## src/hw/rtl/box_om_pkg.sv

```systemverilog
// Shared widths, select codes and stage payload types for the box overlap metrics block.
`timescale 1ns / 1ps

package box_om_pkg;

    localparam int COORD_W    = 16;
    localparam int EXT_W      = COORD_W + 1;
    localparam int PROD_W     = 2 * COORD_W;
    localparam int AREA_W     = 2 * EXT_W;
    localparam int AREA_DEN_W = PROD_W + 1;
    localparam int PROJ_DEN_W = COORD_W;
    localparam int RATIO_FRAC = 16;
    localparam int RATIO_W    = RATIO_FRAC + 1;
    localparam int NUM_RATIO  = 3;
    localparam int NUM_PROJ   = 4;

    localparam logic [RATIO_W-1:0] RATIO_ONE = {1'b1, {RATIO_FRAC{1'b0}}};

    typedef logic [1:0] sel_t;

    localparam sel_t SEL_ZERO = 2'd0;
    localparam sel_t SEL_ONE  = 2'd1;
    localparam sel_t SEL_DIV  = 2'd2;

    typedef struct packed {
        logic [PROD_W-1:0]           overlap;
        sel_t [NUM_RATIO-1:0]        ratio_sel;
        sel_t [NUM_PROJ-1:0]         proj_sel;
        logic                        proj_ok;
        logic                        err;
    } side_t;

    typedef struct packed {
        logic [NUM_RATIO-1:0][AREA_DEN_W-1:0] r_num;
        logic [NUM_RATIO-1:0][AREA_DEN_W-1:0] r_den;
        logic [NUM_PROJ-1:0][PROJ_DEN_W-1:0]  p_num;
        logic [NUM_PROJ-1:0][PROJ_DEN_W-1:0]  p_den;
        side_t                                side;
    } div_in_t;

endpackage

```

## src/hw/rtl/box_om_front.sv

```systemverilog
// Front stages: overlap extents, area products and divider operand setup.
`timescale 1ns / 1ps

module box_om_front
    import box_om_pkg::*;
(
    input  logic                      clk,
    input  logic                      en,
    input  logic signed [COORD_W-1:0] a_x1,
    input  logic signed [COORD_W-1:0] a_y1,
    input  logic signed [COORD_W-1:0] a_x2,
    input  logic signed [COORD_W-1:0] a_y2,
    input  logic signed [COORD_W-1:0] b_x1,
    input  logic signed [COORD_W-1:0] b_y1,
    input  logic signed [COORD_W-1:0] b_x2,
    input  logic signed [COORD_W-1:0] b_y2,
    output div_in_t                   dout
);

    function automatic logic signed [EXT_W-1:0] diff(input logic signed [COORD_W-1:0] p,
                                                     input logic signed [COORD_W-1:0] q);
        diff = $signed({p[COORD_W-1], p}) - $signed({q[COORD_W-1], q});
    endfunction

    // Stage 1: extents.
    logic signed [COORD_W-1:0] ix_hi, ix_lo, iy_hi, iy_lo;
    logic signed [EXT_W-1:0]   iw_s, ih_s;
    logic [COORD_W-1:0]        iw_next, ih_next;
    logic                      disj_next;
    logic signed [EXT_W-1:0]   pn_next [NUM_PROJ];

    logic [COORD_W-1:0]        iw_reg, ih_reg;
    logic signed [EXT_W-1:0]   aw_reg, ah_reg, bw_reg, bh_reg;
    logic signed [EXT_W-1:0]   pn_reg [NUM_PROJ];
    logic                      disj_reg;

    always_comb
    begin
        ix_hi   = (a_x2 < b_x2) ? a_x2 : b_x2;
        ix_lo   = (a_x1 > b_x1) ? a_x1 : b_x1;
        iy_hi   = (a_y2 < b_y2) ? a_y2 : b_y2;
        iy_lo   = (a_y1 > b_y1) ? a_y1 : b_y1;
        iw_s    = diff(ix_hi, ix_lo);
        ih_s    = diff(iy_hi, iy_lo);
        iw_next = iw_s[EXT_W-1] ? '0 : iw_s[EXT_W-2:0];
        ih_next = ih_s[EXT_W-1] ? '0 : ih_s[EXT_W-2:0];
        disj_next = (a_x1 >= b_x2) || (a_x2 <= b_x1) || (a_y1 >= b_y2) || (a_y2 <= b_y1);
        pn_next[0] = diff(a_x1, b_x1);
        pn_next[1] = diff(a_y1, b_y1);
        pn_next[2] = diff(a_x2, b_x1);
        pn_next[3] = diff(a_y2, b_y1);
    end

    always_ff @(posedge clk)
    begin
        if (en)
        begin
            iw_reg   <= iw_next;
            ih_reg   <= ih_next;
            aw_reg   <= diff(a_x2, a_x1);
            ah_reg   <= diff(a_y2, a_y1);
            bw_reg   <= diff(b_x2, b_x1);
            bh_reg   <= diff(b_y2, b_y1);
            disj_reg <= disj_next;
            for (int i = 0; i < NUM_PROJ; i++)
            begin
                pn_reg[i] <= pn_next[i];
            end
        end
    end

    // Stage 2: area products.
    logic [PROD_W-1:0]        inter_reg;
    logic signed [AREA_W-1:0] area_a_reg, area_b_reg;
    logic signed [EXT_W-1:0]  bw2_reg, bh2_reg;
    logic signed [EXT_W-1:0]  pn2_reg [NUM_PROJ];
    logic                     disj2_reg;

    always_ff @(posedge clk)
    begin
        if (en)
        begin
            inter_reg  <= iw_reg * ih_reg;
            area_a_reg <= aw_reg * ah_reg;
            area_b_reg <= bw_reg * bh_reg;
            bw2_reg    <= bw_reg;
            bh2_reg    <= bh_reg;
            disj2_reg  <= disj_reg;
            for (int i = 0; i < NUM_PROJ; i++)
            begin
                pn2_reg[i] <= pn_reg[i];
            end
        end
    end

    // Stage 3: union, special cases and divider operands.
    logic signed [AREA_W:0]   inter_s;
    logic signed [AREA_W:0]   rd [NUM_RATIO];
    logic signed [EXT_W-1:0]  pd [NUM_PROJ];
    logic                     proj_ok;
    logic                     err_any;
    div_in_t                  dout_next;
    div_in_t                  dout_reg;

    always_comb
    begin
        inter_s = $signed({3'b000, inter_reg});
        rd[0]   = $signed({area_a_reg[AREA_W-1], area_a_reg})
                + $signed({area_b_reg[AREA_W-1], area_b_reg}) - inter_s;
        rd[1]   = $signed({area_a_reg[AREA_W-1], area_a_reg});
        rd[2]   = $signed({area_b_reg[AREA_W-1], area_b_reg});
        pd[0]   = bw2_reg;
        pd[1]   = bh2_reg;
        pd[2]   = bw2_reg;
        pd[3]   = bh2_reg;
        proj_ok = !disj2_reg && (bw2_reg > 0) && (bh2_reg > 0);
        err_any = !disj2_reg && !((bw2_reg > 0) && (bh2_reg > 0));

        dout_next = '0;
        dout_next.side.overlap = inter_reg;
        for (int i = 0; i < NUM_RATIO; i++)
        begin
            dout_next.r_num[i] = {1'b0, inter_reg};
            dout_next.r_den[i] = rd[i][AREA_DEN_W-1:0];
            if (rd[i] <= 0)
            begin
                dout_next.side.ratio_sel[i] = SEL_ZERO;
                err_any = 1'b1;
            end
            else if (inter_reg == '0)
            begin
                dout_next.side.ratio_sel[i] = SEL_ZERO;
            end
            else if (inter_s >= rd[i])
            begin
                dout_next.side.ratio_sel[i] = SEL_ONE;
            end
            else
            begin
                dout_next.side.ratio_sel[i] = SEL_DIV;
            end
        end
        for (int i = 0; i < NUM_PROJ; i++)
        begin
            dout_next.p_num[i] = pn2_reg[i][PROJ_DEN_W-1:0];
            dout_next.p_den[i] = pd[i][PROJ_DEN_W-1:0];
            if (!proj_ok || (pn2_reg[i] <= 0))
            begin
                dout_next.side.proj_sel[i] = SEL_ZERO;
            end
            else if (pn2_reg[i] >= pd[i])
            begin
                dout_next.side.proj_sel[i] = SEL_ONE;
            end
            else
            begin
                dout_next.side.proj_sel[i] = SEL_DIV;
            end
        end
        dout_next.side.proj_ok = proj_ok;
        dout_next.side.err     = err_any;
    end

    always_ff @(posedge clk)
    begin
        if (en)
        begin
            dout_reg <= dout_next;
        end
    end

    assign dout = dout_reg;

endmodule
```

## config.mk

```make
export PLATFORM = sky130hd
export DESIGN_NAME = box_om_front
export DESIGN_NICKNAME = d
export VERILOG_FILES = /design/src/hw/rtl/box_om_pkg.sv /design/src/hw/rtl/box_om_front.sv
export SDC_FILE = /design/constraint.sdc
export NUM_CORES = 2
export LEC_CHECK = 0
export ABC_AREA = 1
export BUFFER_PORTS_ARGS = -buffer_cell sky130_fd_sc_hd__buf_2
export CORE_ASPECT_RATIO = 0.6
export CORE_UTILIZATION = 23
export CTS_BUF_LIST = sky130_fd_sc_hd__clkbuf_4 sky130_fd_sc_hd__clkbuf_8 sky130_fd_sc_hd__clkbuf_16
export DETAILED_ROUTE_END_ITERATION = 10
export PLACE_DENSITY = 0.46
export SLEW_MARGIN = 20
export SYNTH_ARGS = -nofsm -noshare
export SYNTH_HDL_FRONTEND = slang
export SYNTH_SLANG_ARGS = --single-unit
export TNS_END_PERCENT = 10
```

## constraint.sdc

```tcl
create_clock -name clk -period 7.1 [get_ports clk]
set_input_delay 0.71 -clock clk [delete_from_list [all_inputs] [get_ports clk]]
set_output_delay 0.71 -clock clk [all_outputs]
set_load 0.01 [all_outputs]
```

Word-level counts from Yosys, hierarchy flattened. Memories as Yosys holds them, arrays and structs flattened. Index checks and enable logic that the tools add are counted.

Flip-flop bits (word level): 479. Bits in writable memories: 136. Input bits: 130. Output and inout port bits: 374. Word-level logic and storage cells: 105. Memories: 2.

Memory list: pn2_reg (words 4, width 17, rd ports 4, clocked after Yosys merged registers in 0, wr ports 4, line box_om_front.sv:76) `logic signed [EXT_W-1:0] pn2_reg [NUM_PROJ];`; pn_reg (words 4, width 17, rd ports 4, clocked after Yosys merged registers in 0, wr ports 4, line box_om_front.sv:34) `logic signed [EXT_W-1:0] pn_reg [NUM_PROJ];`.

$add $sub $neg: 12. Multipliers: 3. Order comparisons: 24. Muxes and demuxes: 13. Reductions and logical operators: 19.

Operators by type and width (count): subtractor 16 x 16 -> 17 bit (10); greater-or-equal comparator 17 bit (4); greater-or-equal comparator 33 x 34 -> 1 bit (2); less-or-equal comparator 17 x 1 -> 1 bit, second input constant (4); less-or-equal comparator 34 x 1 -> 1 bit, second input constant (2); multiplier 17 x 17 -> 34 bit (2); two-way mux 16 bit (4); adder 34 x 34 -> 35 bit (1); greater-or-equal comparator 33 x 35 -> 1 bit (1); less-or-equal comparator 35 x 1 -> 1 bit, second input constant (1); subtractor 35 x 33 -> 35 bit (1); > comparator 17 x 1 -> 1 bit, second input constant (2); greater-or-equal comparator 16 bit (2); > comparator 16 bit (2); less-or-equal comparator 16 bit (2); logical NOT 32 bit (1); < comparator 16 bit (2); multiplier 16 x 16 -> 32 bit (1); two-way mux 2 bit (7); logical OR 1 bit (7); OR reduction 2 bit (3); logical AND 1 bit (4); logical NOT 1 bit (3); OR reduction 3 bit (1); two-way mux 1 bit (2).

Logic depth before layout (Yosys ltp).
Word-level depth: 5. Depth in mapped cells: 31. Depth with buffers taken out: 31.

Worst setup path before layout. No wires, ideal clock.

Path kind: flip-flop to flip-flop. From: reg aw_reg[16]. To: reg area_a_reg[30] (data pin). Setup time: 258 ps. Arrival: 5708 ps. Required time: 6842 ps. Setup slack: 1134 ps. Stages on the path, launching flop included: 22. Buffers on the path: 2. Period minus slack after synthesis: 5966 ps. Cell sequence: edfxtp_1 > clkbuf_1 > clkbuf_1 > nand2_1 > inv_1 > fa_1 > fa_1 > fa_1 > fa_1 > fa_1 > inv_1 > fa_1 > inv_1 > ha_1 > nand2_1 > nor4_1 > nand2_1 > o211ai_1 > nand3_1 > nand2_1 > a21oi_1 > xnor2_1.

Longest elaborated chain between the ends: 1.

Ends and longest elaborated chain: from (decl) (line box_om_front.sv:33) `logic signed [EXT_W-1:0] aw_reg, ah_reg, bw_reg, bh_reg;`; from (signal assigned) (line box_om_front.sv:60) `aw_reg <= diff(a_x2, a_x1);`; multiplier 17 x 17 -> 34 bit (line box_om_front.sv:84) `area_a_reg <= aw_reg * ah_reg;`; to (signal assigned) (line box_om_front.sv:84); to (decl) (line box_om_front.sv:74) `logic signed [AREA_W-1:0] area_a_reg, area_b_reg;`.

Every way passes these cells. A chain may end at the register's enable or synchronous reset.

Worst setup path after layout.
From: reg bw_reg[16]. To: reg area_b_reg[31] (data pin).

Longest elaborated chain between the ends: 1.

Ends and longest elaborated chain: from (decl) (line box_om_front.sv:33); from (signal assigned) (line box_om_front.sv:62) `bw_reg <= diff(b_x2, b_x1);`; multiplier 17 x 17 -> 34 bit (line box_om_front.sv:85) `area_b_reg <= bw_reg * bh_reg;`; to (signal assigned) (line box_om_front.sv:85); to (decl) (line box_om_front.sv:74).

Every way passes these cells.

==> insert_results.sql <==
INSERT INTO impl_metrics (metric_group, metric, value, unit) VALUES
('status', 'status', 'finished with violations', ''),
('status', 'failing_checks', 'DRC', ''),
('synthesis', 'netlist.top_cell.by_area', 'sky130_fd_sc_hd__edfxtp_1', ''),
('global_routing', 'number_of_global_route_vias_before_repair', '53300', ''),
('synthesis', 'synth.top_cells.by_count', 'sky130_fd_sc_hd__inv_1 (1,955), sky130_fd_sc_hd__nand2_1 (1,667), sky130_fd_sc_hd__fa_1 (828), sky130_fd_sc_hd__ha_1 (699), sky130_fd_sc_hd__edfxtp_1 (615)', ''),
('clock_tree', 'postCtsSetupBuffers', '0', ''),
('synthesis', 'syn_avg_cell_area', '8.89', 'sq um'),
('critical_path', 'crit_path_cell_trace', 'nand2_1 -> inv_1 -> fa_1 -> fa_1 -> fa_1 -> fa_1 -> fa_1 -> inv_1 -> fa_1 -> inv_1 -> ha_1 -> nand2_1 -> nor3_1 -> nand4_1 -> nand3_1 -> nand3_1 -> o2111ai_1 -> xor2_1', ''),
('timing', 'setup_viol', '0', ''),
('timing', 'clock-skew-final', '65.1', 'ps'),
('critical_path', 'timing.critical_path.required', '7600', 'ps'),
('floorplanning', 'io-pin-count', '504', ''),
('placement', 'gp_congestion', '0.929', ''),
('detailed_routing', 'drt-wirelength-per-cell', '20.2', 'microns'),
('synthesis', 'async_reset_ff_frac', '0', ''),
('critical_path', 'crit_path_start_kind', 'flop', ''),
('clock_tree', 'number_of_cts_inserted_buffers', '79', ''),
('critical_path', 'setup.worst_path.end_class', 'flop', ''),
('timing', 'final_max_slew_violation_count', '0', ''),
('flow_run', 'drv.max_cap_violation_count', '0', ''),
('synthesis', 'synth.distinct_cells', '67', ''),
('floorplanning', 'die_h', '426', 'microns'),
('critical_path', 'timing.critical_path.fanout_max', '18', ''),
('synthesis', 'yosysMostFrequentCell', 'sky130_fd_sc_hd__inv_1', ''),
('layout', 'finalNetCount', '9772', ''),
('layout', 'final_cell_count_no_fill', '12200', ''),
('detailed_routing', 'drt_first_pass_iters', '9', ''),
('timing', 'worst_pin_slew', '1360', 'ps'),
('clock_tree', 'clk_root_buffer_cell', 'sky130_fd_sc_hd__clkbuf_16', ''),
('synthesis', 'synthesis.instances', '7766', ''),
('timing', 'finalCritPeriodShare', '0.958', ''),
('detailed_routing', 'antenna_violating_nets_post_route', '0', ''),
('clock_tree', 'cts.reportedPaths.clkPinSlew', '70', 'ps'),
('detailed_routing', 'via_count', '52700', ''),
('floorplanning', 'placeableCoreArea', '298000', 'sq um'),
('global_routing', 'grt_start_max_net_pins', '107', ''),
('synthesis', 'ys_top_cells_by_area', 'sky130_fd_sc_hd__edfxtp_1 (27%), sky130_fd_sc_hd__fa_1 (24%), sky130_fd_sc_hd__ha_1 (13%)', ''),
('global_routing', 'global_route.overflow_total', '0', ''),
('clock_tree', 'max-clock-path-buffers', '3', ''),
('placement', 'placed_wire_length_estimate', '209', 'mm'),
('synthesis', 'part_of_the_yosys_area_used_for_sequential_elements', '0.268', ''),
('detailed_routing', 'drt_wl_total', '247', 'mm'),
('timing', 'timing.max_slew.rel_slack', '0.0858', ''),
('synthesis', 'synth-edff-count', '615', ''),
('clock_tree', 'cts.repair.resized', '0', ''),
('timing', 'rsz0062_at_grt', 'no', ''),
('floorplanning', 'die_width', '709', 'microns'),
('synthesis', 'post_synth_top_flop', 'sky130_fd_sc_hd__edfxtp_1', ''),
('clock_tree', 'depth_of_the_cts_h_tree', '3', ''),
('floorplanning', 'row_count', '155', ''),
('global_routing', 'grt_antenna_before_repair', '33', ''),
('detailed_routing', 'drtIter0Drc', '4586', ''),
('global_routing', 'grtUsageTotal', '0.163', ''),
('synthesis', 'synthesis.yosys.warnings', '0', ''),
('timing', 'final.setup.tns', '0', 'ps'),
('placement', 'io_buffer_count', '500', ''),
('floorplanning', 'start_util', '0.232', ''),
('synthesis', 'synth_area', '69000', 'sq um'),
('layout', 'largest_register_ff_count', '243', ''),
('critical_path', 'arrival_worst_endpoint', '7310', 'ps'),
('hold_path', 'holdCritPathClass', 'reg2reg', ''),
('timing', 'shortest_clock_period_the_worst_path_allows_after_layout', '6800', 'ps'),
('clock_tree', 'clock_sink_count', '615', ''),
('critical_path', 'worst_path_most_repeated_cell', 'sky130_fd_sc_hd__fa_1', ''),
('layout', 'layout-drive-gt1-share', '0.105', ''),
('placement', 'place.detailed.instances', '12000', ''),
('detailed_routing', 'remaining_drcs', '18', ''),
('detailed_routing', 'vias_per_cell', '4.32', ''),
('critical_path', 'critical-path-slowest-cell', 'sky130_fd_sc_hd__edfxtp_1', ''),
('clock_tree', 'ctsHoldBuffers', '0', ''),
('critical_path', 'critPathMaxStageDelay', '920', 'ps');
==> cells in the final DEF, fill, tap and decap left out, types with 10 or more instances in the layout <==
| cell | count |
|---|---|
| sky130_fd_sc_hd__a21o_1 | 26 |
| sky130_fd_sc_hd__inv_1 | 1955 |
| sky130_fd_sc_hd__nand2_1 | 1667 |
| sky130_fd_sc_hd__nor4_1 | 57 |
| sky130_fd_sc_hd__buf_2 | 499 |
| sky130_fd_sc_hd__inv_2 | 13 |
| sky130_fd_sc_hd__edfxtp_1 | 615 |
| sky130_fd_sc_hd__fa_1 | 828 |
| sky130_fd_sc_hd__o21ai_0 | 135 |
| sky130_fd_sc_hd__nand2_2 | 22 |
| sky130_fd_sc_hd__xor2_1 | 154 |
| sky130_fd_sc_hd__nor3b_1 | 10 |
| sky130_fd_sc_hd__xnor2_1 | 90 |
| sky130_fd_sc_hd__ha_1 | 699 |
| sky130_fd_sc_hd__nor3_1 | 50 |
| sky130_fd_sc_hd__o31ai_1 | 13 |
| sky130_fd_sc_hd__a211oi_1 | 10 |
| sky130_fd_sc_hd__nor2_2 | 13 |
| sky130_fd_sc_hd__o21ai_1 | 36 |
| sky130_fd_sc_hd__bufinv_16 | 13 |
| sky130_fd_sc_hd__nand3b_1 | 15 |
| sky130_fd_sc_hd__o21a_1 | 17 |
| sky130_fd_sc_hd__o21bai_1 | 18 |
| sky130_fd_sc_hd__o211ai_1 | 11 |
| sky130_fd_sc_hd__nand3_1 | 146 |
| sky130_fd_sc_hd__clkinv_2 | 14 |
| sky130_fd_sc_hd__clkbuf_16 | 80 |
| sky130_fd_sc_hd__a221oi_1 | 10 |
| sky130_fd_sc_hd__a21oi_1 | 368 |
| sky130_fd_sc_hd__or2_2 | 15 |
| sky130_fd_sc_hd__nand4_1 | 74 |
| sky130_fd_sc_hd__buf_4 | 110 |
| sky130_fd_sc_hd__nor2_1 | 239 |
| sky130_fd_sc_hd__diode_2 | 12 |
| sky130_fd_sc_hd__clkinv_1 | 12 |
| sky130_fd_sc_hd__a31oi_1 | 28 |
==> worst paths after layout <==
| check | cells past startpoint | slack, ps | from | to |
|---|---|---|---|---|
| worst min register to register | 0 | 410 | pn_reg[2][12]$_DFFE_PP_ | pn2_reg[2][12]$_DFFE_PP_ |
| worst max register to register | 18 | 300 | bw_reg[16]$_DFFE_PP_ | area_b_reg[31]$_DFFE_PP_ |
| worst max-delay path | 18 | 300 | bw_reg[16]$_DFFE_PP_ | area_b_reg[31]$_DFFE_PP_ |
| worst min-delay path | 0 | 410 | pn_reg[2][12]$_DFFE_PP_ | pn2_reg[2][12]$_DFFE_PP_ |
==> layer usage <==
metal,track usage,wire (microns),vias to the layer above
li1,-,-,24600
met1,0.250,124000,26300
met2,0.240,102000,1604
met3,0.0290,16700,209
met4,0.0268,3980,16
met5,0,94,-
==> metrics by stage <==
stage	util	setup WS, ps	hold WS (ps)	instance area (sq um)
after CTS	0.263	422	367	78400
after detailed placement	0.254	441	405	75600
after global placement	0.254	425	401	75600
after floorplan	-	1130	400	69000
final	0.263	297	411	78500
after global routing	0.263	54.5	405	78400
==> final cells by class <==
class	count	area, sq um
Fill cell	32200	219000
Multi-Input combinational cell	4833	41400
Sequential cell	615	18500
Inverter	1973	7410
Tap cell	4003	5010
Timing Repair Buffer	613	3400
Clock buffer	83	2020
Clock inverter	62	764
Antenna cell	12	30.0
==> cell families (layout without fill, tap and decap cells) <==
group,count (synthesis),in the layout,synth area share
and+or+nand+nor,2331,2331,0.140
buffers and inverters,2320,2731,0.134
adders and majority gates,1527,1527,0.367
AOI/OAI and AO/OA,723,723,0.0598
DFF,615,615,0.268
xor gates and xnor gates,247,247,0.0317
muxes,2,2,0.000326
other,1,15,0.0000543
==> critical path: cells and delay by family, from the launching register on <==
family          cells  cell delay (ps)
buf+inv             3              290
compound gates      1              130
simple gates        6             1460
fa+ha+maj           7             3480
xor+xnor            1              310
flops               1              920
Power is left out: the tool's default activity adds up to more than one toggle a clock period on the data nets, which glitch-free logic cannot reach.
