===== config.mk =====
export PLATFORM = sky130hd
export DESIGN_NAME = box_om_div
export DESIGN_NICKNAME = d
export VERILOG_FILES = /design/src/hw/rtl/box_om_pkg.sv /design/src/hw/rtl/box_om_div.sv
export SDC_FILE = /design/constraint.sdc
export NUM_CORES = 1
export LEC_CHECK = 0
export BUFFER_PORTS_ARGS = -buffer_cell sky130_fd_sc_hd__buf_2
export CAP_MARGIN = 20
export CORE_ASPECT_RATIO = 0.5
export CORE_MARGIN = 4
export CORE_UTILIZATION = 70
export CTS_BUF_LIST = sky130_fd_sc_hd__clkbuf_2 sky130_fd_sc_hd__clkbuf_4 sky130_fd_sc_hd__clkbuf_8
export DETAILED_ROUTE_END_ITERATION = 10
export HOLD_SLACK_MARGIN = 0.03
export PLACE_DENSITY = 0.85
export SLEW_MARGIN = 30
export SYNTH_ARGS = -nofsm -noshare
export SYNTH_HDL_FRONTEND = slang
export SYNTH_SLANG_ARGS = --single-unit

===== constraint.sdc =====
create_clock -name clk -period 6 [get_ports clk]
set_clock_uncertainty 0.05 [all_clocks]
set_input_delay 1.2 -clock clk [delete_from_list [all_inputs] [get_ports clk]]
set_output_delay 1.2 -clock clk [all_outputs]
set_load 0.01 [all_outputs]

===== src/hw/rtl/box_om_pkg.sv =====
// Shared widths, select codes and stage payload types for the box overlap metrics block.
`timescale 1ns / 1ps

package box_om_pkg;

    localparam int COORD_W    = 16;
    localparam int EXT_W      = COORD_W + 1;
    localparam int PROD_W     = 2 * COORD_W;
    localparam int AREA_W     = 2 * EXT_W;
    localparam int AREA_DEN_W = PROD_W + 1;
    localparam int PROJ_DEN_W = COORD_W;
    localparam int RATIO_FRAC = 16;
    localparam int RATIO_W    = RATIO_FRAC + 1;
    localparam int NUM_RATIO  = 3;
    localparam int NUM_PROJ   = 4;

    localparam logic [RATIO_W-1:0] RATIO_ONE = {1'b1, {RATIO_FRAC{1'b0}}};

    typedef logic [1:0] sel_t;

    localparam sel_t SEL_ZERO = 2'd0;
    localparam sel_t SEL_ONE  = 2'd1;
    localparam sel_t SEL_DIV  = 2'd2;

    typedef struct packed {
        logic [PROD_W-1:0]           overlap;
        sel_t [NUM_RATIO-1:0]        ratio_sel;
        sel_t [NUM_PROJ-1:0]         proj_sel;
        logic                        proj_ok;
        logic                        err;
    } side_t;

    typedef struct packed {
        logic [NUM_RATIO-1:0][AREA_DEN_W-1:0] r_num;
        logic [NUM_RATIO-1:0][AREA_DEN_W-1:0] r_den;
        logic [NUM_PROJ-1:0][PROJ_DEN_W-1:0]  p_num;
        logic [NUM_PROJ-1:0][PROJ_DEN_W-1:0]  p_den;
        side_t                                side;
    } div_in_t;

endpackage


===== src/hw/rtl/box_om_div.sv =====
// Pipelined restoring fraction divider, one quotient bit per stage.
`timescale 1ns / 1ps

module box_om_div
    import box_om_pkg::*;
#(
    parameter int WIDTH = 16
)
(
    input  logic                  clk,
    input  logic                  en,
    input  logic [WIDTH-1:0]      num,
    input  logic [WIDTH-1:0]      den,
    output logic [RATIO_FRAC-1:0] quo
);

    logic [WIDTH-1:0]      rem_reg [RATIO_FRAC-1];
    logic [WIDTH-1:0]      den_reg [RATIO_FRAC-1];
    logic [RATIO_FRAC-1:0] quo_reg [RATIO_FRAC];

    genvar j;
    generate
        for (j = 0; j < RATIO_FRAC; j++)
        begin : g_step
            logic [WIDTH-1:0]      r_in;
            logic [WIDTH-1:0]      d_in;
            logic [RATIO_FRAC-1:0] q_in;
            logic [WIDTH:0]        sh;
            logic                  ge;
            logic [WIDTH-1:0]      rem_next;
            logic [RATIO_FRAC-1:0] quo_next;

            if (j == 0)
            begin : g_first
                assign r_in = num;
                assign d_in = den;
                assign q_in = '0;
            end
            else
            begin : g_rest
                assign r_in = rem_reg[j-1];
                assign d_in = den_reg[j-1];
                assign q_in = quo_reg[j-1];
            end

            // The remainder stays below the divisor, so the doubled value fits one extra bit.
            always_comb
            begin
                sh       = {r_in, 1'b0};
                ge       = (sh >= {1'b0, d_in});
                rem_next = ge ? WIDTH'(sh - {1'b0, d_in}) : sh[WIDTH-1:0];
                quo_next = {q_in[RATIO_FRAC-2:0], ge};
            end

            if (j < RATIO_FRAC - 1)
            begin : g_carry
                always_ff @(posedge clk)
                begin
                    if (en)
                    begin
                        rem_reg[j] <= rem_next;
                        den_reg[j] <= d_in;
                    end
                end
            end

            always_ff @(posedge clk)
            begin
                if (en)
                begin
                    quo_reg[j] <= quo_next;
                end
            end
        end
    endgenerate

    assign quo = quo_reg[RATIO_FRAC-1];

endmodule


# After elaboration in Yosys (flattened, before gate mapping)

Memories as Yosys holds them, arrays and structs flattened.
Cells that the tools add are included.
Widths: inputs -> output; s select.

$add $sub $neg: 15
Magnitude comparators: 16
Multiplexer cells: 17

Operator list:

| cell           | number |
|---|---|
| $ge 17x16->1   | 16 |
| $mux 16        | 15 |
| $sub 16x16->16 | 15 |
| $mux 1         | 2 |

Bits in registers: 0
RAM bits: 736
Output and inout bits: 16
Memories: 3

Memory list:

| name    | words | bits a word | rd ports | clocked after memory_dff | wr ports | line             | RTL |
|---|---|---|---|---|---|---|---|
| quo_reg | 16    | 16          | 16       | 0                        | 16       | box_om_div.sv:19 | `logic [RATIO_FRAC-1:0] quo_reg [RATIO_FRAC];` |
| den_reg | 15    | 16          | 15       | 0                        | 15       | box_om_div.sv:18 | `logic [WIDTH-1:0] den_reg [RATIO_FRAC-1];` |
| rem_reg | 15    | 16          | 15       | 0                        | 15       | box_om_div.sv:17 | `logic [WIDTH-1:0] rem_reg [RATIO_FRAC-1];` |

# Depth between registers and ports, before layout

Gate-level depths: netlist of the first run.
An unclocked memory read counts as a cell.

Depth in word-level cells: 3
Mapped depth: 13

# Worst setup path before layout of the first run

Ideal clock, no wire load.

Path kind: input to register
Start: input port den[4]
End: memory rem_reg[0][1], data pin
Setup time: 0.267 ns
Data arrival time: 3.292 ns
Path slack: 2.391 ns
Stages on the path: 12
Cells stage by stage: inv_1 -> ha_1 -> clkbuf_1 -> and3_1 -> a21oi_1 -> o2111ai_1 -> a41oi_1 -> nor2_1 -> o21ai_0 -> clkbuf_1 -> clkbuf_1 -> o21ai_0

RTL lines:

| what            | line             | RTL |
|---|---|---|
| start, declared | box_om_div.sv:13 | `input logic [WIDTH-1:0] den,` |
| end, declared   | box_om_div.sv:17 |  |

==> metrics list, run 1 <==
- Result of the run: complete, no violations
- Switch share: about 36%
- Synthesis handed over a netlist of 2801 instances.
- By instance count, the cell type seen most on the critical path is sky130_fd_sc_hd__a21o_1.
- The count of final hold-check violations is 0.
- Part of the total power dissipated in the clock network: approximately 17%
- Final net count: between 3000 and 4000
* Number of antenna violations at the first check in global routing: 0
* Weighted congestion reported at the end of routability-driven placement: 0.9076
- The number of different library cells used by synthesis comes to 65.
- Internal power component: 11.46 mW
- Yosys printed 0 warnings.
* Total of hold buffers inserted after clock tree synthesis: 0
- The critical path goes through ha_1 > a21o_1 > a21o_1 > a21o_1 > a211o_1 > a221oi_2 > a21oi_1 > or4_1 > mux2_4.
* Via count of the first global-routing pass: about 22000
- Sequential cells account for between 30 and 40% of the total power.
* Overall Global Routing Usage: between 20 and 25%
- Final Routed Wirelength: ~57000 um
* Number of post-CTS setup repair buffers: 0
* Worst Setup End Kind: flip-flop
- 0 antenna diodes ended up in the layout.
- Proportion of synthesized chip area in sequential cells: a little under three fifths
* Setup violators final: 0
* Most frequent standard cell in the layout excluding fill and tap cells: sky130_fd_sc_hd__edfxtp_1
- Power spread over the standard cell area amounts to 500.9 mW/mm^2.
* Share of power burned in combinational logic: 44.5%
* CTS tree: built
- Die span in x: 315.5 um
- Fraction of final layout cells with drive strength greater than 1: 9.983%
- Buffers inserted during clock tree synthesis total 83.
- Once the floorplan was initialized, standard cells occupied about 72% of the core.
- In the layout the commonest cells are sky130_fd_sc_hd__edfxtp_1, sky130_fd_sc_hd__inv_1, sky130_fd_sc_hd__ha_1.
* Final critical-path required period: between 3000 and 4000 ps
* Critical path startpoint category: flip-flop
* Average wire per standard cell: about 16 um
- Post-synthesis net count: 3105
- Kind of cell adding the most delay to the critical path: compound AO/OA/AOI/OAI gates
* Number of pins exceeding their max-slew limit in the final report: 0
* TNS Setup: 0 ps
* 1st-iter DRT viols: about 1400
* Maximum number of pins on one net before global-route repair: between 100 and 150
- Post-detail-place hpwl: 41050 um
- The routed layout has roughly 21000 vias.
- The first TritonRoute pass finished after 5 iterations.
- Average vias per placed instance: a little under 6
* Slowest CP cell: sky130_fd_sc_hd__or4_1
- The H-tree was split into 3 levels.
- Worst supply voltage drop on vdd: roughly 0.21 mV
- The tree built by TritonCTS fans out to slightly above 600 sinks.
* Final cycle utilization of the critical path: 62.81%
- RSZ-0062 raised after global routing: no
- Max-Slew Margin vs Limit: approximately two fifths
- Synthesized area per cell: 11.81 sq um
* Slew at the pin closest to its max-slew limit: a little over 900 ps
- Largest fanout of any net on the critical path: 17
- The die covers 0.05103 sq mm.
- Buffers added on ports: between 40 and 50
- Summing internal, switching and leakage power gives around 18 mW.
- Counting both buffers and inverters, the worst setup path holds a total of 0.
* Highest clock rate: about 270 MHz
- Standard cell core area: between 0.04 and 0.05 sq mm
- Biggest cell delay along the critical path: between 800 and 900 ps
- Grt total ovfl: 0
- Ports placed on the boundary: 50
- Primary flip-flop cell chosen by synthesis mapping: sky130_fd_sc_hd__edfxtp_1
- Residual DRC count: 0
- Layout-stage area growth over the synthesis result: 7.910%
- After synthesis the netlist holds a flip-flop and latch count of approximately 620.
* Start-to-end type of the worst setup path: flip-flop to flip-flop
* Number of synthesized flops with an enable pin: 616
* Number of nets with antenna violations after detailed routing: 0
- Die Height: about 160 um
- The filler cells instantiated in the layout total between 2000 and 3000.
- Crit path required time: about 6400 ps
- The later pin in the worst-skew pair is clocked with a latency of 670 ps.
* Max Cap Violations: 0
* Psw: ~6.4 mW
- No sink is reached through more buffers than the 3 on the longest clock path.
- Worst EP arrival: around 4100 ps
* Worst min-delay path category: flip-flop to flip-flop
- After floorplanning, the core was divided into 55 placement rows.
* First-pass GRT wire length: 95120 um
* Root Buffer Master: sky130_fd_sc_hd__clkbuf_8
* Post-CTS clock slew at the launch and capture registers of the worst setup and hold paths: 70 ps
- In this run the cell area of the synthesized design comes to ~0.033 sq mm.
* Leakage power: 14.81 nW
- Once the clock tree was built, the resizer swapped 0 gates to a different size.
* Proportion of register bits with asynchronous set or reset after synthesis: 0%
[through the flow]
step / cells / utilization [%] / worst slack, ps / hold WS (ps) / cell area [sq um]
3_5_place_dp: 3459 / 74.34 / 1871 / 354.5 / 34170
4_1_cts: 3602 / 77.68 / 2235 / 338.2 / 35710
5_1_grt: 3602 / 77.68 / 2081 / 355.8 / 35710
3_3_place_gp: 3459 / 74.34 / 1882 / 350.7 / 34170
2_1_floorplan: 2801 / - / 2391 / 350.3 / 33090
6_report: 3602 / 77.68 / 2231 / 342.2 / 35710
[path summary, 6_finish.rpt]
check,start,endpoint,slack [ps],cells past startpoint
max,rem_reg[1][5]$_DFFE_PP_,rem_reg[1][25]$_DFFE_PP_,2230,9
min,quo_reg[5][2]$_DFFE_PP_,quo_reg[6][3]$_DFFE_PP_,340,0
max reg2reg,rem_reg[1][5]$_DFFE_PP_,rem_reg[1][25]$_DFFE_PP_,2230,9
min reg2reg,quo_reg[5][2]$_DFFE_PP_,quo_reg[6][3]$_DFFE_PP_,340,0
[layout make-up]
| class | instances | area (sq um) | share of cell area (%) |
|---|---|---|---|
| sequential | 616 | 18500 | 51.80 |
| inverter | 331 | 1242 | 3.479 |
| clock inverter | 35 | 207.7 | 0.5816 |
| clock buffer | 108 | 1330 | 3.724 |
| tap | 627 | 784.5 | 2.197 |
| multi-input combinational | 1817 | 13210 | 37.00 |
| timing repair buffer | 68 | 435.4 | 1.219 |
[power by group through the flow]
stage / registers [mW] / logic [mW] / clock network [mW]
3_3_place_gp: 6.93 / 7.46 / 0
2_1_floorplan: 6.80 / 6.29 / 0
6_report: 6.91 / 7.95 / 3.02
5_1_grt: 7.01 / 8.88 / 3.30
3_5_place_dp: 6.98 / 7.83 / 0
4_1_cts: 6.90 / 7.89 / 3.11
[synth_stat cells, types with 9 or more instances]
cell	n	area [sq um]
sky130_fd_sc_hd__a211o_1	14	122.6
sky130_fd_sc_hd__a211oi_1	23	172.7
sky130_fd_sc_hd__a21o_1	73	548.0
sky130_fd_sc_hd__a21oi_1	164	820.8
sky130_fd_sc_hd__a31oi_1	24	150.1
sky130_fd_sc_hd__and2_1	19	118.9
sky130_fd_sc_hd__and3_1	21	131.4
sky130_fd_sc_hd__and4_1	9	78.83
sky130_fd_sc_hd__clkbuf_1	32	120.1
sky130_fd_sc_hd__edfxtp_1	616	18500
sky130_fd_sc_hd__fa_1	15	300.3
sky130_fd_sc_hd__ha_1	255	3191
sky130_fd_sc_hd__inv_1	331	1242
sky130_fd_sc_hd__mux2_2	82	923.4
sky130_fd_sc_hd__nand2_1	198	743.2
sky130_fd_sc_hd__nand2b_1	37	231.5
sky130_fd_sc_hd__nand3_1	43	215.2
sky130_fd_sc_hd__nand4_1	34	212.7
sky130_fd_sc_hd__nor2_1	139	521.8
sky130_fd_sc_hd__nor2b_1	38	237.7
sky130_fd_sc_hd__nor3_1	61	305.3
sky130_fd_sc_hd__o211ai_1	11	82.58
sky130_fd_sc_hd__o21a_1	27	202.7
sky130_fd_sc_hd__o21ai_0	191	955.9
sky130_fd_sc_hd__o21bai_1	12	90.09
sky130_fd_sc_hd__o31a_1	11	96.34
sky130_fd_sc_hd__o31ai_1	26	195.2
sky130_fd_sc_hd__or3_1	13	81.33
sky130_fd_sc_hd__xnor2_1	96	840.8
sky130_fd_sc_hd__xor2_1	71	621.9
[worst register-to-register path: stages (launching register included)]
cell and delay, ps:
sky130_fd_sc_hd__edfxtp_1 410, sky130_fd_sc_hd__ha_1 400, sky130_fd_sc_hd__a21o_1 200, sky130_fd_sc_hd__a21o_1 170, sky130_fd_sc_hd__a21o_1 200, sky130_fd_sc_hd__a211o_1 300
sky130_fd_sc_hd__a221oi_2 360, sky130_fd_sc_hd__a21oi_1 120, sky130_fd_sc_hd__or4_1 870, sky130_fd_sc_hd__mux2_4 430
[layer usage]
layer	track usage, %	wire, um	vias to the layer above
li1	-	-	10500
met2	44.19	30490	530
met3	3.838	2139	175
met4	10.20	2375	0
met1	23.40	21890	9956
met5	0	0	-
[cells by family (layout without fill, tap and decap cells)]
group / count (synthesis) / count (layout) / synth area share, %
AO/OA/AOI/OAI: 645 / 645 / 12.24
XOR/XNOR: 167 / 167 / 4.420
adder cells (fa/ha/maj): 270 / 270 / 10.55
buffers and inverters: 368 / 542 / 4.257
flip-flops: 616 / 616 / 55.90
multiplexers: 97 / 97 / 3.350
AND/OR/NAND/NOR: 638 / 638 / 9.286
(Power assumes the default switching activity.)
==> inputs of run 2 (changes only) <==
ABC_AREA = 1   (was default)
CORE_UTILIZATION = 66   (was 70)
PLACE_DENSITY = 0.81   (was 0.85)
clock period = 3.67 ns   (was 6 ns; I/O delays follow)
==> run 2 against run 1 <==
- via count rose by 39%
- core utilization shrank 5.9 points
- largest cell class unchanged
- worst hold slack lost 150 ps
- non-clock buffer count is 2 lower
- clock-buffer cell count rose by 4
- sequential power rose by 64%
- synthesized cell count grew 63%
- worst setup slack worse by 1100 ps
- combinational power up 87%
- largest power group unchanged
==> metrics list, run 2 <==
- Fraction of post-synthesis cell area in the top cell type by area: 48.21% (was 55.90%)
- The count of boundary I/O pins came to 50 (unchanged).
- The required time of the critical path is 4030 ps (was 6350 ps).
- Residual DRC count: 0 (unchanged)
- Number of sinks driven by the clock tree: 616 (unchanged)
* Overall Global Routing Usage: 29.57% (was 22.48%)
- Depth of the CTS H-tree: 3 (unchanged)
- The final net count was 4992 (was 3221).
- Largest fanout of any net on the critical path: 18 (was 17)
* Die Height: 178.5 um (was 161.7 um)
- RSZ-0062 raised after global routing: no (unchanged)
- The initial detailed-routing violation count is 2128 (was 1368).
- Die span in x: 349.0 um (was 315.5 um)
- Number of nets with antenna violations after detailed routing: 0 (unchanged)
- Buffers added on ports: 49 (unchanged)
* Final cycle utilization of the critical path: 69.18% (was 62.81%)
- Instance count after placement with tap cells included: 5366 (was 3459)
- Number of antenna violations at the first check in global routing: 0 (unchanged)
- Critical path startpoint category: flip-flop (unchanged)
- Synthesized netlist cell count: 4579 (was 2801)
* Total of hold buffers inserted after clock tree synthesis: 0 (unchanged)
- The synthesized-area fraction occupied by and/or/nand/nor cells is 28.61% (was 9.286%).
- The xor/xnor share of the synthesized area was 2.351% (was 4.420%).
* Setup violators final: 0 (unchanged)
- Most frequent cells in the layout: sky130_fd_sc_hd__nand2_1, sky130_fd_sc_hd__inv_1, sky130_fd_sc_hd__edfxtp_1 (was sky130_fd_sc_hd__edfxtp_1, sky130_fd_sc_hd__inv_1, sky130_fd_sc_hd__ha_1)
* Grt total ovfl: 0 (unchanged)
- The leakage power total is 20.61 nW (was 14.81 nW).
- Final critical-path required period: 2539 ps (was 3769 ps)
- The cell type with the highest occurrence count on the critical path is sky130_fd_sc_hd__nand2_1 (was sky130_fd_sc_hd__a21o_1).
- The via count normalized by instance count is 5.344 (was 5.876).
* Number of fill cells in the layout: 4477 (was 2777)
- Result of the run: complete, no violations (unchanged).
* Synthesized area per cell: 8.379 sq um (was 11.81 sq um)
* Area occupied by multi-input gates: 0.01623 sq mm (was 0.01321 sq mm)
* Worst Setup End Kind: flip-flop (unchanged)
- The placeable core area came to 0.05741 sq mm (was 0.04597 sq mm).
- The cell area after synthesis was 0.03837 sq mm (was 0.03309 sq mm).
- The CTS buffer count was 88 (was 83).
* Seq. cell area: 0.01850 sq mm (unchanged)
* Full die area: 0.06229 sq mm (was 0.05103 sq mm)
* Primary flip-flop cell chosen by synthesis mapping: sky130_fd_sc_hd__edfxtp_1 (unchanged)
* Post-CTS clock slew at the launch and capture registers of the worst setup and hold paths: 70 ps (about the same)
- The routability-driven placement congestion ratio was 0.9279 (was 0.9076).
- The final routed wire length divided by cell count is 16.30 um (was 15.79 um).
- Cts repair resizes: 0 (unchanged)
* Insertion delay to the later sink of the worst-skew pair: 690 ps (was 670 ps)
* Number of pins exceeding their max-slew limit in the final report: 0 (unchanged)
- The initial core utilization came to 66.84% (was 71.99%).
- Antenna diode instance count: 0 (unchanged)
* Biggest cell delay along the critical path: 470 ps (was 870 ps)
* Synth area leader: sky130_fd_sc_hd__edfxtp_1 (unchanged)
- Final Hold Fails: 0 (unchanged)
- Multiplexer share of the synthesized area: 0% (was 3.350%)
- CTS tree: built (unchanged)
- The wire length of the first global-routing pass is 146600 um (was 95120 um).
* Maximum number of pins on one net before global-route repair: 80 (was 144)
- The compound-cell area share of the yosys netlist is 2.244% (was 12.24%).
- Kind of cell adding the most delay to the critical path: simple AND/OR/NAND/NOR gates (was compound AO/OA/AOI/OAI gates)
- The number of global-route vias before repair is 29440 (was 21530).
- Start-to-end type of the worst setup path: flip-flop to flip-flop (unchanged)
* Cell with the most instances after synthesis: sky130_fd_sc_hd__nand2_1 (was sky130_fd_sc_hd__edfxtp_1)
* Library cells used by synthesis: 36 (was 65)
- The total wirelength of the detailed-routed design came to 90030 um (was 56890 um).
- Fraction of final layout cells with drive strength greater than 1: 7.569% (was 9.983%)
* Max Cap Violations: 0 (unchanged)
* Iteration count of the initial detailed-routing pass: 6 (was 5)
- Most area-consuming cells after synthesis: sky130_fd_sc_hd__edfxtp_1, sky130_fd_sc_hd__nand2_1, sky130_fd_sc_hd__ha_1 (was sky130_fd_sc_hd__edfxtp_1, sky130_fd_sc_hd__ha_1, sky130_fd_sc_hd__inv_1)
- The number of enable flip-flop cells after synthesis is 616 (unchanged).
- Series of cell instances along the critical path: ha_1 > nand2_1 > nor2_1 > nand3_1 > nand3_2 > nand2_2 > nand2_4 > inv_2 > nand2_1 > nand2_1 (was ha_1 > a21o_1 > a21o_1 > a21o_1 > a211o_1 > a221oi_2 > a21oi_1 > or4_1 > mux2_4)
* Number of warnings issued by yosys: 0 (unchanged)
* Highest clock rate: 393.9 MHz (was 265.3 MHz)
* Worst EP arrival: 2900 ps (was 4110 ps)
* Combinational family with the most area after synthesis: simple AND/OR/NAND/NOR gates (was compound AO/OA/AOI/OAI gates)
* Clock buffer depth: 3 (unchanged)
* Post-synthesis adder-cell area fraction: 9.098% (was 10.55%)
- Proportion of synthesized chip area in sequential cells: 48.21% (was 55.90%)
- Commonest cells post-synth: sky130_fd_sc_hd__nand2_1, sky130_fd_sc_hd__inv_1, sky130_fd_sc_hd__edfxtp_1, sky130_fd_sc_hd__nand3_1, sky130_fd_sc_hd__ha_1 (was sky130_fd_sc_hd__edfxtp_1, sky130_fd_sc_hd__inv_1, sky130_fd_sc_hd__ha_1, sky130_fd_sc_hd__nand2_1, sky130_fd_sc_hd__o21ai_0).
* Number of post-CTS setup repair buffers: 0 (unchanged)
- Post-synthesis net count: 4883 (was 3105)
* Non-Filler Instances: 5524 (was 3602)
* Max-Slew Margin vs Limit: 50.68% (was 38.11%)
- Total power after layout: 32.00 mW (was 17.89 mW)
- The total half-perimeter wirelength after legalization and detailed placement came to 69790 um (was 41050 um).
- The proportion of register bits with asynchronous set or reset after synthesis was 0% (unchanged).
- The number of synthesized register bits was 616 (unchanged).
- Slowest CP cell: sky130_fd_sc_hd__edfxtp_1 (was sky130_fd_sc_hd__or4_1)
- Most frequent standard cell in the layout excluding fill and tap cells: sky130_fd_sc_hd__nand2_1 (was sky130_fd_sc_hd__edfxtp_1)
- Layout-stage area growth over the synthesis result: 7.425% (was 7.910%)
- The transition time at the pin with the least slew margin was 739.9 ps (was 928.4 ps).
- Worst supply voltage drop on vdd: 0.4846 mV (was 0.2079 mV)
- TNS Setup: 0 ps (unchanged)
- The via total after detailed routing is 29520 (was 21160).
- Root Buffer Master: sky130_fd_sc_hd__clkbuf_8 (unchanged)
- The areal power density over the cells is 776.4 mW/mm^2 (was 500.9 mW/mm^2).
* Worst min-delay path category: input pin to flip-flop (was flip-flop to flip-flop)
- The total number of placement rows was 62 (was 55).
* Buffer and inverter count on the worst path: 1 (was 0)
run 2: changes by cell type in the layout (fill, tap and decap cells not counted), moves of 37 or more:
cell and change:
sky130_fd_sc_hd__mux2_2 -82, sky130_fd_sc_hd__o21ai_0 -169, sky130_fd_sc_hd__nor2_2 +53, sky130_fd_sc_hd__nor2_1 +45, sky130_fd_sc_hd__nand2_1 +1504, sky130_fd_sc_hd__a21o_1 -72, sky130_fd_sc_hd__nor2b_1 -38, sky130_fd_sc_hd__inv_1 +509
sky130_fd_sc_hd__nand3b_1 +50, sky130_fd_sc_hd__nand3_1 +245, sky130_fd_sc_hd__nand2b_1 -37, sky130_fd_sc_hd__xnor2_1 -64
run 2: cell families after synthesis:
logic type,after synthesis
flops,616
compound gates,170
fa+ha+maj,270
simple gates,2521
xor+xnor,103
buf+inv,899
run 2: area by class of cell:
type / count / share of cell area [%]
clock inverters: 46 / 1.072
flip-flops and latches: 616 / 44.88
clock buffers: 112 / 3.406
well taps: 768 / 2.331
repair buffers: 66 / 1.111
inverters: 852 / 7.826
multi-input cells: 3064 / 39.38
run 2: path summary, 6_finish.rpt:
kind                                  from  cells past startpoint                        to  slack [ps]
setup / recovery  rem_reg[1][22]$_DFFE_PP_                     10  rem_reg[1][44]$_DFFE_PP_        1130
setup reg to reg  rem_reg[1][22]$_DFFE_PP_                     10  rem_reg[1][44]$_DFFE_PP_        1130
hold / removal                      den[5]                      1   den_reg[0][5]$_DFFE_PP_         200
hold reg to reg   quo_reg[13][1]$_DFFE_PP_                      0  quo_reg[14][2]$_DFFE_PP_         360
run 2: per-layer routing:
layer  vias up  global-route usage [%]  part of all wire [%]
met1     13650                   35.53                    41
met4         0                   10.63                   3.4
met2       858                   54.55                    50
met3       216                   4.364                   5.1
li1      14800                       -                     -
met5         -                       0                     0
run 2: through the flow:
step	util [%]	instance area, sq um	setup WS, ps	hold slack [ps]
3_3_place_gp	68.59	39370	1038	350.1
3_5_place_dp	68.59	39370	988.5	354.5
2_1_floorplan	-	38370	1422	350.3
5_1_grt	71.80	41220	991.4	155.6
6_report	71.80	41220	1131	197.0
4_1_cts	71.80	41220	1194	146.4
run 2: where the power goes:
group / internal, mW / switching (mW) / leakage (nW) / total [mW]
registers: 10.2 / 1.10 / 6.03 / 11.3
clock network: 3.10 / 2.70 / 0.970 / 5.80
logic: 5.08 / 9.84 / 13.6 / 14.9
total: 18.4 / 13.7 / 20.6 / 32.0
